--- src/design/rde_pkg.sv ---
package rde_pkg;

  localparam int STORE_DEPTH_DEF = 32;

  localparam logic [31:0] RADIX_RST        = 32'd2;
  localparam logic [5:0]  POLY_LENGTH_RST  = 6'd20;
  localparam logic [5:0]  BLOCK_LENGTH_RST = 6'd1;

  localparam logic [1:0] ACT_EMBED   = 2'd0;
  localparam logic [1:0] ACT_WHOLE   = 2'd1;
  localparam logic [1:0] ACT_BLOCKS  = 2'd2;
  localparam logic [1:0] ACT_NONE    = 2'd3;

  localparam logic [1:0] REG_RADIX        = 2'd0;
  localparam logic [1:0] REG_POLY_LENGTH  = 2'd1;
  localparam logic [1:0] REG_BLOCK_LENGTH = 2'd2;

  typedef struct packed {
    logic [1:0]  action;
    logic [63:0] value;
    logic [4:0]  offset;
  } in_req_t;

  typedef struct packed {
    logic [63:0] result_value;
    logic [5:0]  digits_written;
    logic        overflow;
  } out_req_t;

endpackage

--- src/design/rde_store.sv ---
module rde_store import rde_pkg::*; #(
  parameter int STORE_DEPTH = STORE_DEPTH_DEF,
  localparam int AW = $clog2(STORE_DEPTH)
) (
  input  logic          clk,
  input  logic          rst,
  input  logic          wr_en,
  input  logic [AW-1:0] wr_addr,
  input  logic [31:0]   wr_data,
  input  logic          rd_en,
  input  logic [AW-1:0] rd_addr,
  output logic [31:0]   rd_data
);

  logic [31:0]            mem [STORE_DEPTH];
  logic [STORE_DEPTH-1:0] written;
  logic [31:0]            rd_raw;
  logic                   rd_ok;

  // Entries never written since reset read as zero.
  always_ff @(posedge clk) begin
    if (rst) begin
      written <= '0;
      rd_ok   <= 1'b0;
    end else begin
      if (wr_en) begin
        written[wr_addr] <= 1'b1;
      end
      rd_ok <= rd_en && written[rd_addr];
    end
  end

  always_ff @(posedge clk) begin
    if (wr_en) begin
      mem[wr_addr] <= wr_data;
    end
    if (rd_en) begin
      rd_raw <= mem[rd_addr];
    end
  end

  assign rd_data = rd_ok ? rd_raw : 32'd0;

endmodule

--- src/design/radix_digit_embed_extract.sv ---
// Embed: each digit takes a check, a bit-serial division by the radix
// (one quotient bit a cycle over 64 bits) and a write to the store.
// Extract: each block position takes a check, a check and a read per
// summed coefficient through the one-read-per-cycle store port, the
// two-pass 32x32 multiply and an add. One request is worked on at a time;
// a finished result waits in an output register. Synchronous active-high
// reset clears the store and registers.
module radix_digit_embed_extract import rde_pkg::*; #(
  parameter int STORE_DEPTH = STORE_DEPTH_DEF
) (
  input  logic        clk,
  input  logic        rst,
  input  logic        in_valid,
  output logic        in_stall,
  input  in_req_t     in_data,
  output logic        out_valid,
  input  logic        out_stall,
  output out_req_t    out_data,
  input  logic        cfg_valid,
  output logic        cfg_ready,
  input  logic [1:0]  cfg_index,
  input  logic [31:0] cfg_data
);

  localparam int AW    = $clog2(STORE_DEPTH);
  // Wide enough for an embed position (offset plus up to 64 digits) and for
  // an extract address (block base plus position, both below 64).
  localparam int POS_W = $clog2(STORE_DEPTH + 128);

  localparam logic [3:0] S_IDLE = 4'd0;
  localparam logic [3:0] S_ECHK = 4'd1;
  localparam logic [3:0] S_DIV  = 4'd2;
  localparam logic [3:0] S_DWR  = 4'd3;
  localparam logic [3:0] S_JCHK = 4'd4;
  localparam logic [3:0] S_SCHK = 4'd5;
  localparam logic [3:0] S_SRD  = 4'd6;
  localparam logic [3:0] S_MLO  = 4'd7;
  localparam logic [3:0] S_MHI  = 4'd8;
  localparam logic [3:0] S_ADD  = 4'd9;
  localparam logic [3:0] S_FIN  = 4'd10;

  // Configuration registers. Writes land at any time; the port never waits.
  logic [31:0] radix;
  logic [5:0]  poly_length;
  logic [5:0]  block_length;

  assign cfg_ready = 1'b1;

  always_ff @(posedge clk) begin
    if (rst) begin
      radix        <= RADIX_RST;
      poly_length  <= POLY_LENGTH_RST;
      block_length <= BLOCK_LENGTH_RST;
    end else if (cfg_valid && cfg_ready) begin
      case (cfg_index)
        REG_RADIX:        radix        <= cfg_data;
        REG_POLY_LENGTH:  poly_length  <= cfg_data[5:0];
        REG_BLOCK_LENGTH: block_length <= cfg_data[5:0];
        default: ;
      endcase
    end
  end

  // A radix of 0 or 1 behaves as 2.
  logic [31:0] r_eff;
  assign r_eff = (radix < 32'd2) ? 32'd2 : radix;

  logic [3:0]       state;
  logic [63:0]      quo;       // value still to split; quotient while dividing
  logic [31:0]      rem;
  logic [6:0]       bit_cnt;
  logic [POS_W-1:0] pos;
  logic [5:0]       ndig;
  logic             lost;
  logic [63:0]      acc;
  logic [63:0]      psum;      // sum over blocks for the current position
  logic [63:0]      prod_lo;
  logic [31:0]      prod_hi;
  logic [5:0]       blen;      // positions per block for this request
  logic [5:0]       jpos;      // positions left; current position is jpos - 1
  logic [POS_W-1:0] base;

  // One step of restoring division by the radix.
  logic [32:0] rem_sh;
  logic        q_bit;
  assign rem_sh = {rem, quo[63]};
  assign q_bit  = rem_sh >= {1'b0, r_eff};

  // Shared 32x32 multiplier: low half of acc first, then high half.
  logic [31:0] mul_a;
  logic [63:0] mul_p;
  assign mul_a = (state == S_MLO) ? acc[31:0] : acc[63:32];
  assign mul_p = {32'd0, mul_a} * {32'd0, r_eff};

  // Block k is complete when base + blen does not pass poly_length.
  logic [POS_W-1:0] rd_pos;
  logic             blk_ok;
  assign rd_pos = base + POS_W'(jpos - 6'd1);
  assign blk_ok = (base + POS_W'(blen)) <= POS_W'(poly_length);

  logic          st_wr_en;
  logic          st_rd_en;
  logic [31:0]   st_rd_data;

  assign st_wr_en = (state == S_DWR) && (pos < POS_W'(STORE_DEPTH));
  assign st_rd_en = (state == S_SCHK) && blk_ok && (rd_pos < POS_W'(STORE_DEPTH));

  rde_store #(.STORE_DEPTH(STORE_DEPTH)) u_store (
    .clk     (clk),
    .rst     (rst),
    .wr_en   (st_wr_en),
    .wr_addr (pos[AW-1:0]),
    .wr_data (rem),
    .rd_en   (st_rd_en),
    .rd_addr (rd_pos[AW-1:0]),
    .rd_data (st_rd_data)
  );

  assign in_stall = (state != S_IDLE);

  always_ff @(posedge clk) begin
    if (rst) begin
      state     <= S_IDLE;
      out_valid <= 1'b0;
    end else begin
      // The finish state loads the output register itself.
      if (out_valid && !out_stall && (state != S_FIN)) begin
        out_valid <= 1'b0;
      end
      case (state)
        S_IDLE: begin
          if (in_valid) begin
            quo  <= in_data.value;
            pos  <= POS_W'(in_data.offset);
            ndig <= 6'd0;
            lost <= 1'b0;
            acc  <= 64'd0;
            case (in_data.action)
              ACT_EMBED: begin
                state <= S_ECHK;
              end
              ACT_WHOLE: begin
                // The whole polynomial is a single block of poly_length.
                blen  <= poly_length;
                jpos  <= poly_length;
                state <= S_JCHK;
              end
              ACT_BLOCKS: begin
                blen  <= (block_length == 6'd0) ? 6'd1 : block_length;
                jpos  <= (block_length == 6'd0) ? 6'd1 : block_length;
                state <= S_JCHK;
              end
              default: begin
                state <= S_FIN;
              end
            endcase
          end
        end
        S_ECHK: begin
          if (quo == 64'd0) begin
            state <= S_FIN;
          end else begin
            rem     <= 32'd0;
            bit_cnt <= 7'd64;
            state   <= S_DIV;
          end
        end
        S_DIV: begin
          rem     <= q_bit ? 32'(rem_sh - {1'b0, r_eff}) : rem_sh[31:0];
          quo     <= {quo[62:0], q_bit};
          bit_cnt <= bit_cnt - 7'd1;
          if (bit_cnt == 7'd1) begin
            state <= S_DWR;
          end
        end
        S_DWR: begin
          // The digit in rem is stored this cycle when the position exists.
          if (pos < POS_W'(STORE_DEPTH)) begin
            if (ndig != 6'd63) begin
              ndig <= ndig + 6'd1;
            end
          end else begin
            lost <= 1'b1;
          end
          pos   <= pos + POS_W'(1);
          state <= S_ECHK;
        end
        S_JCHK: begin
          if (jpos == 6'd0) begin
            state <= S_FIN;
          end else begin
            base  <= '0;
            psum  <= 64'd0;
            state <= S_SCHK;
          end
        end
        S_SCHK: begin
          state <= blk_ok ? S_SRD : S_MLO;
        end
        S_SRD: begin
          psum  <= psum + 64'(st_rd_data);
          base  <= base + POS_W'(blen);
          state <= S_SCHK;
        end
        S_MLO: begin
          prod_lo <= mul_p;
          state   <= S_MHI;
        end
        S_MHI: begin
          prod_hi <= mul_p[31:0];
          state   <= S_ADD;
        end
        S_ADD: begin
          acc   <= prod_lo + {prod_hi, 32'd0} + psum;
          jpos  <= jpos - 6'd1;
          state <= S_JCHK;
        end
        S_FIN: begin
          // Hold here until the output register is free.
          if (!out_valid || !out_stall) begin
            out_valid               <= 1'b1;
            out_data.result_value   <= acc;
            out_data.digits_written <= ndig;
            out_data.overflow       <= lost;
            state                   <= S_IDLE;
          end
        end
        default: begin
          state <= S_IDLE;
        end
      endcase
    end
  end

endmodule

--- config.mk ---
export PLATFORM = sky130hd
export DESIGN_NAME = radix_digit_embed_extract
export DESIGN_NICKNAME = d
export VERILOG_FILES = /design/src/design/rde_pkg.sv /design/src/design/rde_store.sv /design/src/design/radix_digit_embed_extract.sv
export SDC_FILE = /design/constraint.sdc
export NUM_CORES = 2
export LEC_CHECK = 0
export ABC_AREA = 1
export ABC_CLOCK_PERIOD_IN_PS = 7200
export BUFFER_PORTS_ARGS = -buffer_cell sky130_fd_sc_hd__clkbuf_2
export CAP_MARGIN = 20
export CORE_UTILIZATION = 50
export CTS_BUF_LIST = sky130_fd_sc_hd__clkbuf_16
export CTS_CLUSTER_SIZE = 25
export DETAILED_ROUTE_END_ITERATION = 8
export GPL_TIMING_DRIVEN = 0
export PLACE_DENSITY = 0.68
export SYNTH_ARGS = -nofsm -noshare
export SYNTH_HDL_FRONTEND = slang
export SYNTH_SLANG_ARGS = --single-unit
export TNS_END_PERCENT = 50
--- constraint.sdc ---
create_clock -name clk -period 7.2 [get_ports clk]
set_clock_uncertainty 0.05 [all_clocks]
set_input_delay 0.36 -clock clk [delete_from_list [all_inputs] [get_ports clk]]
set_output_delay 0.36 -clock clk [all_outputs]
set_load 0.01 [all_outputs]
* Word level (Yosys, flattened, before mapping)
Memories as Yosys holds them, arrays and structs flattened. A register that Yosys moved wholly into a read port is not among the register bits. Cells that the tools add are included.
Storage, ports and cells: register bits after elaboration 515, memory bits (writable) 1024, input port bits 110, word-level logic and storage cells 158, memories 1
Memory list:
- u_store.mem | words 32, width 32, read ports 1, clocked after memory_dff 1, write ports 1, RTL line rde_store.sv:15 | logic [31:0] mem [STORE_DEPTH];
Operators by class: add/sub/neg operators 11, multipliers 1, order comparisons 8, eq/ne operators 26, multiplexer cells 46, bitwise logic cells 2, reductions and logical operators 40
Operators by type and width (number):
- $pmux 64 s2 | 3
- $mux 64 | 3
- $mux 32 | 5
- $add 64x64->64 | 2
- $add 64x32->64 | 1
- $logic_not 64->1 | 1
- $mul 32x32->64 | 1
- $pmux 32 s2 | 1
- $pmux 4 s11 | 1
- $pmux 6 s2 | 3
- $ge 33x32->1 | 1
- $lt 32x2->1 const B | 1
- $or 32x32->32 | 1
- $pmux 8 s2 | 2
- $sub 32x32->32 | 1
- $mux 6 | 5
- $reduce_and 3->1 | 7
- $mux 4 | 5
- $eq 4x3->1 const B | 4
- $lt 8x6->1 const B | 2
- $mux 8 | 2
- $pmux 7 s2 | 1
- $eq 4x4->1 const B | 3
- $logic_not 6->1 | 2
- 38 further kinds | 76

* Longest topological paths before layout
depth in word-level cells 6, depth in mapped cells 37

* By module
From an unflattened synthesis, not the netlist that was laid out.
Second synthesis, totals: cells, all modules 12018, area total of the unflattened synthesis 109309.8 um2
Modules (own cells, without submodules):
- radix_digit_embed_extract | instances 1, cells an instance 8286, area an instance 65143.7 um2, sequential area each 13983.4 um2
- rde_store | instances 1, cells an instance 3732, area an instance 44166.1 um2, sequential area each 32371.0 um2

* Worst setup path before layout
Ideal clock, no wire load.
kind register to register, start point register state[2], end point register prod_lo[62], data pin, library setup time 0.252 ns, arrival 6.785 ns, path slack 0.113 ns, stages on the path, launching flop included 35, buffers on the path 3, clock period less this slack 7.087 ns, cells stage by stage dfxtp_1 > inv_1 > nor2_2 > inv_2 > nor2_4 > inv_2 > buf_2 > o21ai_1 > buf_2 > buf_2 > nor2_1 > fa_1 > fa_1 > inv_1 > fa_1 > fa_1 > inv_1 > fa_1 > inv_1 > fa_1 > fa_1 > fa_1 > inv_1 > ha_1 > nand2_1 > nor2_1 > inv_1 > nor2_1 > inv_1 > nor2_1 > nand2_1 > nand2_1 > nand2_1 > nand3_1 > nand2_1
On the way: word-level cells in the longest chain between the ends 3
RTL lines:
- start, declared | RTL line radix_digit_embed_extract.sv:68 | logic [3:0] state;
- start signal, assigned | RTL line radix_digit_embed_extract.sv:198 | state <= blk_ok ? S_SRD : S_MLO;
- $eq 4x3->1 | RTL line radix_digit_embed_extract.sv:92 | assign mul_a = (state == S_MLO) ? acc[31:0] : acc[63:32];
- $mux 32 | RTL line radix_digit_embed_extract.sv:92
- $mul 32x32->64 | RTL line radix_digit_embed_extract.sv:93 | assign mul_p = {32'd0, mul_a} * {32'd0, r_eff};
- net mul_p[62] | RTL line radix_digit_embed_extract.sv:91 | logic [63:0] mul_p;
- end signal, assigned | RTL line radix_digit_embed_extract.sv:206 | prod_lo <= mul_p;
- end, declared | RTL line radix_digit_embed_extract.sv:77 | logic [63:0] prod_lo;
The timed path passes the listed nets, and every way through them passes these cells. A chain may end at the register's enable or synchronous reset.

* Worst setup path in the final report
start point register state[3], end point register prod_lo[57], data pin
The elaborated chain is that of the path after synthesis.

==> metrics <==
Final Net Count between 10,000 and 15,000; most frequent cell after synthesis nand2_1; Final Power between 50 and 60 mW; synth top area cells edfxtp_1 (41%), fa_1 (17%), nand2_1 (7.7%), nor2_1 (6.9%), inv_1 (6.2%); critical path's most frequent cell fa_1; Worst setup EP type flip-flop; post-route setup TNS -43,430 ps; CTS buffer count between 150 and 200; minimum clock period ~8000 ps; Worst EP arrival ~8500 ps; Crit Reg-Reg Endpoint prod_lo[57]$_DFFE_PP_; Via-to-Cell Ratio approximately 6; pin count of the biggest net entering global routing 35; CTS clk-pin slew, worst paths 60 ps; Slew @ Worst Pin around 1200 ps; DP Area around 120,000 um2; Fmax achieved 125 MHz; Bufs and invs on worst path 9; Power Dens Cells roughly 450 nW/um2; final instance area about 130,000 um2; WP data required ~7700 ps; area leader, netlist edfxtp_1; register area share after synthesis 42.8%; syn_area_per_cell 9.27 um2; Initial DRC Count 10,600; RSZ-0062 raised after global routing yes; synthesized area approximately 110,000 um2; Worst IR Drop VDD 1.09 mV; fin crit share 111%; CP startpoint kind flip-flop; Crit. path cell count 31; FF-to-FF setup slack -780 ps; gr ovfl total 0; Worst slew margin slightly below 20%; Vias between 80,000 and 90,000; MaxCap Viol Count 0; cell family with most CP delay adder cells; HPWL after DPL 313,000 um; syn nets ~13,000; Post-synth EDFFs ~1,500; Final Setup Violations 74; vias in the first global route approximately 90,000; failing checks setup timing; Starting Density between 50% and 60%; HP Class input pin to flip-flop; clk sinks about 1,600; GP Congestion 1.10; Async SR Flop Fraction 0%; status complete, but fails checks; DRT Pass-1 Iters 6; first-pass GRT wire length roughly 570,000 um; Synth top area share between 40% and 50%; P_leak roughly 54 nW; Root Driver clkbuf_16; Reg2Reg Launch Point state[3]$_SDFFE_PP0P_; Worst R2R Path Depth 31; initial antenna violation count 19; Post-synth top cells nand2_1 (2,211), nor2_1 (2,001), inv_1 (1,776); post-layout util just under 60%; Final Max Slew Viols 0; Ys Warns 0; die width roughly 470 um; CTS Buffer Depth 3; depth of the CTS H-tree 4; layout cell share with drive strength beyond 1 12.3%; Synth Register Bits roughly 1,600; Layout area overhead 18.2%; final worst slack -780 ps; DR WL/cell 26.0 um; IO Count 184; Clock Latency Late Sink 850 ps; Routed WL between 400,000 and 500,000 um; Critical Path Max Stage Delay between 600 and 700 ps; die area about 220,000 um2; Core Area about 210,000 um2; DRT antenna net count 0; total track usage 36.3%; final hold vios 0; CP Launch Point state[3]$_SDFFE_PP0P_; Cell variety after synth 53; IO Port Bufs about 180; Die H between 400 and 500 um; Mapped Cells 11,700; Setup WS pre-CTS -2300 ps; TritonCTS clock tree done; drt drc 0; Crit Path Max Fanout 10; Row Count 170; critical path type flip-flop to flip-flop; prevailing post-synth register cell edfxtp_1; Setup crit end prod_lo[57]$_DFFE_PP_; CP max-delay cell fa_2
-- layer usage --
metal	vias up	GRT usage, %	wire length [um]
li1	39200	-	-
met3	1375	9.82	46200
met2	5535	54.8	176000
met5	-	0	120
met4	18	26.0	34200
met1	43900	45.0	144000
-- final cells by class --
type | count | area (um2)
plain buffers | 472 | 3040
fillers | 17900 | 86900
flip-flops and latches | 1571 | 46400
diodes | 16 | 40.0
repair buffers | 580 | 6490
inverters | 1818 | 6950
clock buffers | 169 | 4230
well taps | 2838 | 3550
clock inverters | 137 | 1300
multi-input cells | 7808 | 56000
-- kinds of logic after synthesis --
logic type,share of synthesized area (%)
adders and majority gates,22.5
buffers and inverters,8.23
xor gates and xnor gates,0.664
AOI/OAI and AO/OA,7.92
and+or+nand+nor,17.9
other,0.00347
DFF,42.8
-- worst min path at each step --
stage | start | to | slack, ps | cells after the start
after global placement | lost$_DFFE_PP_ | out_data[0]$_DFFE_PP_ | 360 | 0
after CTS | cfg_valid | radix[1]$_SDFFE_PP1P_ | 10 | 4
after detailed placement | lost$_DFFE_PP_ | out_data[0]$_DFFE_PP_ | 360 | 0
final | cfg_valid | radix[1]$_SDFFE_PP1P_ | 40 | 4
after floorplan | lost$_DFFE_PP_ | out_data[0]$_DFFE_PP_ | 350 | 0
after global routing | cfg_valid | radix[1]$_SDFFE_PP1P_ | 70 | 4
-- worst reg2reg max path, delay by kind of cell, from the launching register on --
family | cells | cell delay (ps)
AOI/OAI and AO/OA | 4 | 660
buffers and inverters | 9 | 1060
and+or+nand+nor | 9 | 970
DFF | 1 | 390
adders and majority gates | 9 | 4620
-- stage by stage --
step	instances	hold slack (ps)
2_1_floorplan	11700	350
3_3_place_gp	14700	357
3_5_place_dp	14800	356
4_1_cts	15300	14.5
5_1_grt	15400	73.7
6_report	15400	43.3
-- sequential cells by signal, indices dropped and copies added, names as in the netlist, 8 cells and up --
| register | count |
|---|---|
| u_store.rd_raw | 32 |
| radix | 32 |
| base | 8 |
| psum | 64 |
| rem | 32 |
| quo | 64 |
| prod_lo | 64 |
| out_data | 71 |
| pos | 8 |
| acc | 64 |
| u_store.written | 32 |
| prod_hi | 32 |
| u_store.mem | 1024 |
-- repair_timing --
| item | CTS | global route |
|---|---|---|
| hold endpoints to repair | 114 | 0 |
| pin swaps | 153 | 137 |
| resized for setup | 725 | 308 |
| hold buffers | 103 | 0 |
| setup endpoints to repair | 80 | 76 |
| gates cloned | 3 | 2 |
| setup buffers | 114 | 66 |
-- layout by cell type (no fill, tap or decap), types with 51 or more instances in the layout --
cell,n
o21ai_0,700
nand4_1,80
clkbuf_2,203
o221ai_1,64
buf_12,95
dlygate4sd3_1,103
buf_16,69
dfxtp_1,80
nor2_4,72
fa_2,60
fa_1,872
inv_1,1757
nor2_1,1903
buf_4,155
a21oi_1,314
nand3_1,352
clkbuf_1,226
ha_1,406
nand2_2,71
buf_2,90
nand2_1,2114
clkbuf_16,174
nor3_1,51
o211ai_1,195
edfxtp_1,1489
-- power breakdown --
group	internal [mW]	leakage (nW)	switching [mW]
combinational	13.2	37.1	23.6
sequential	11.5	14.2	0.451
clock	4.75	2.78	3.92
total	29.5	54.1	27.9
(Power assumes the default switching activity.)
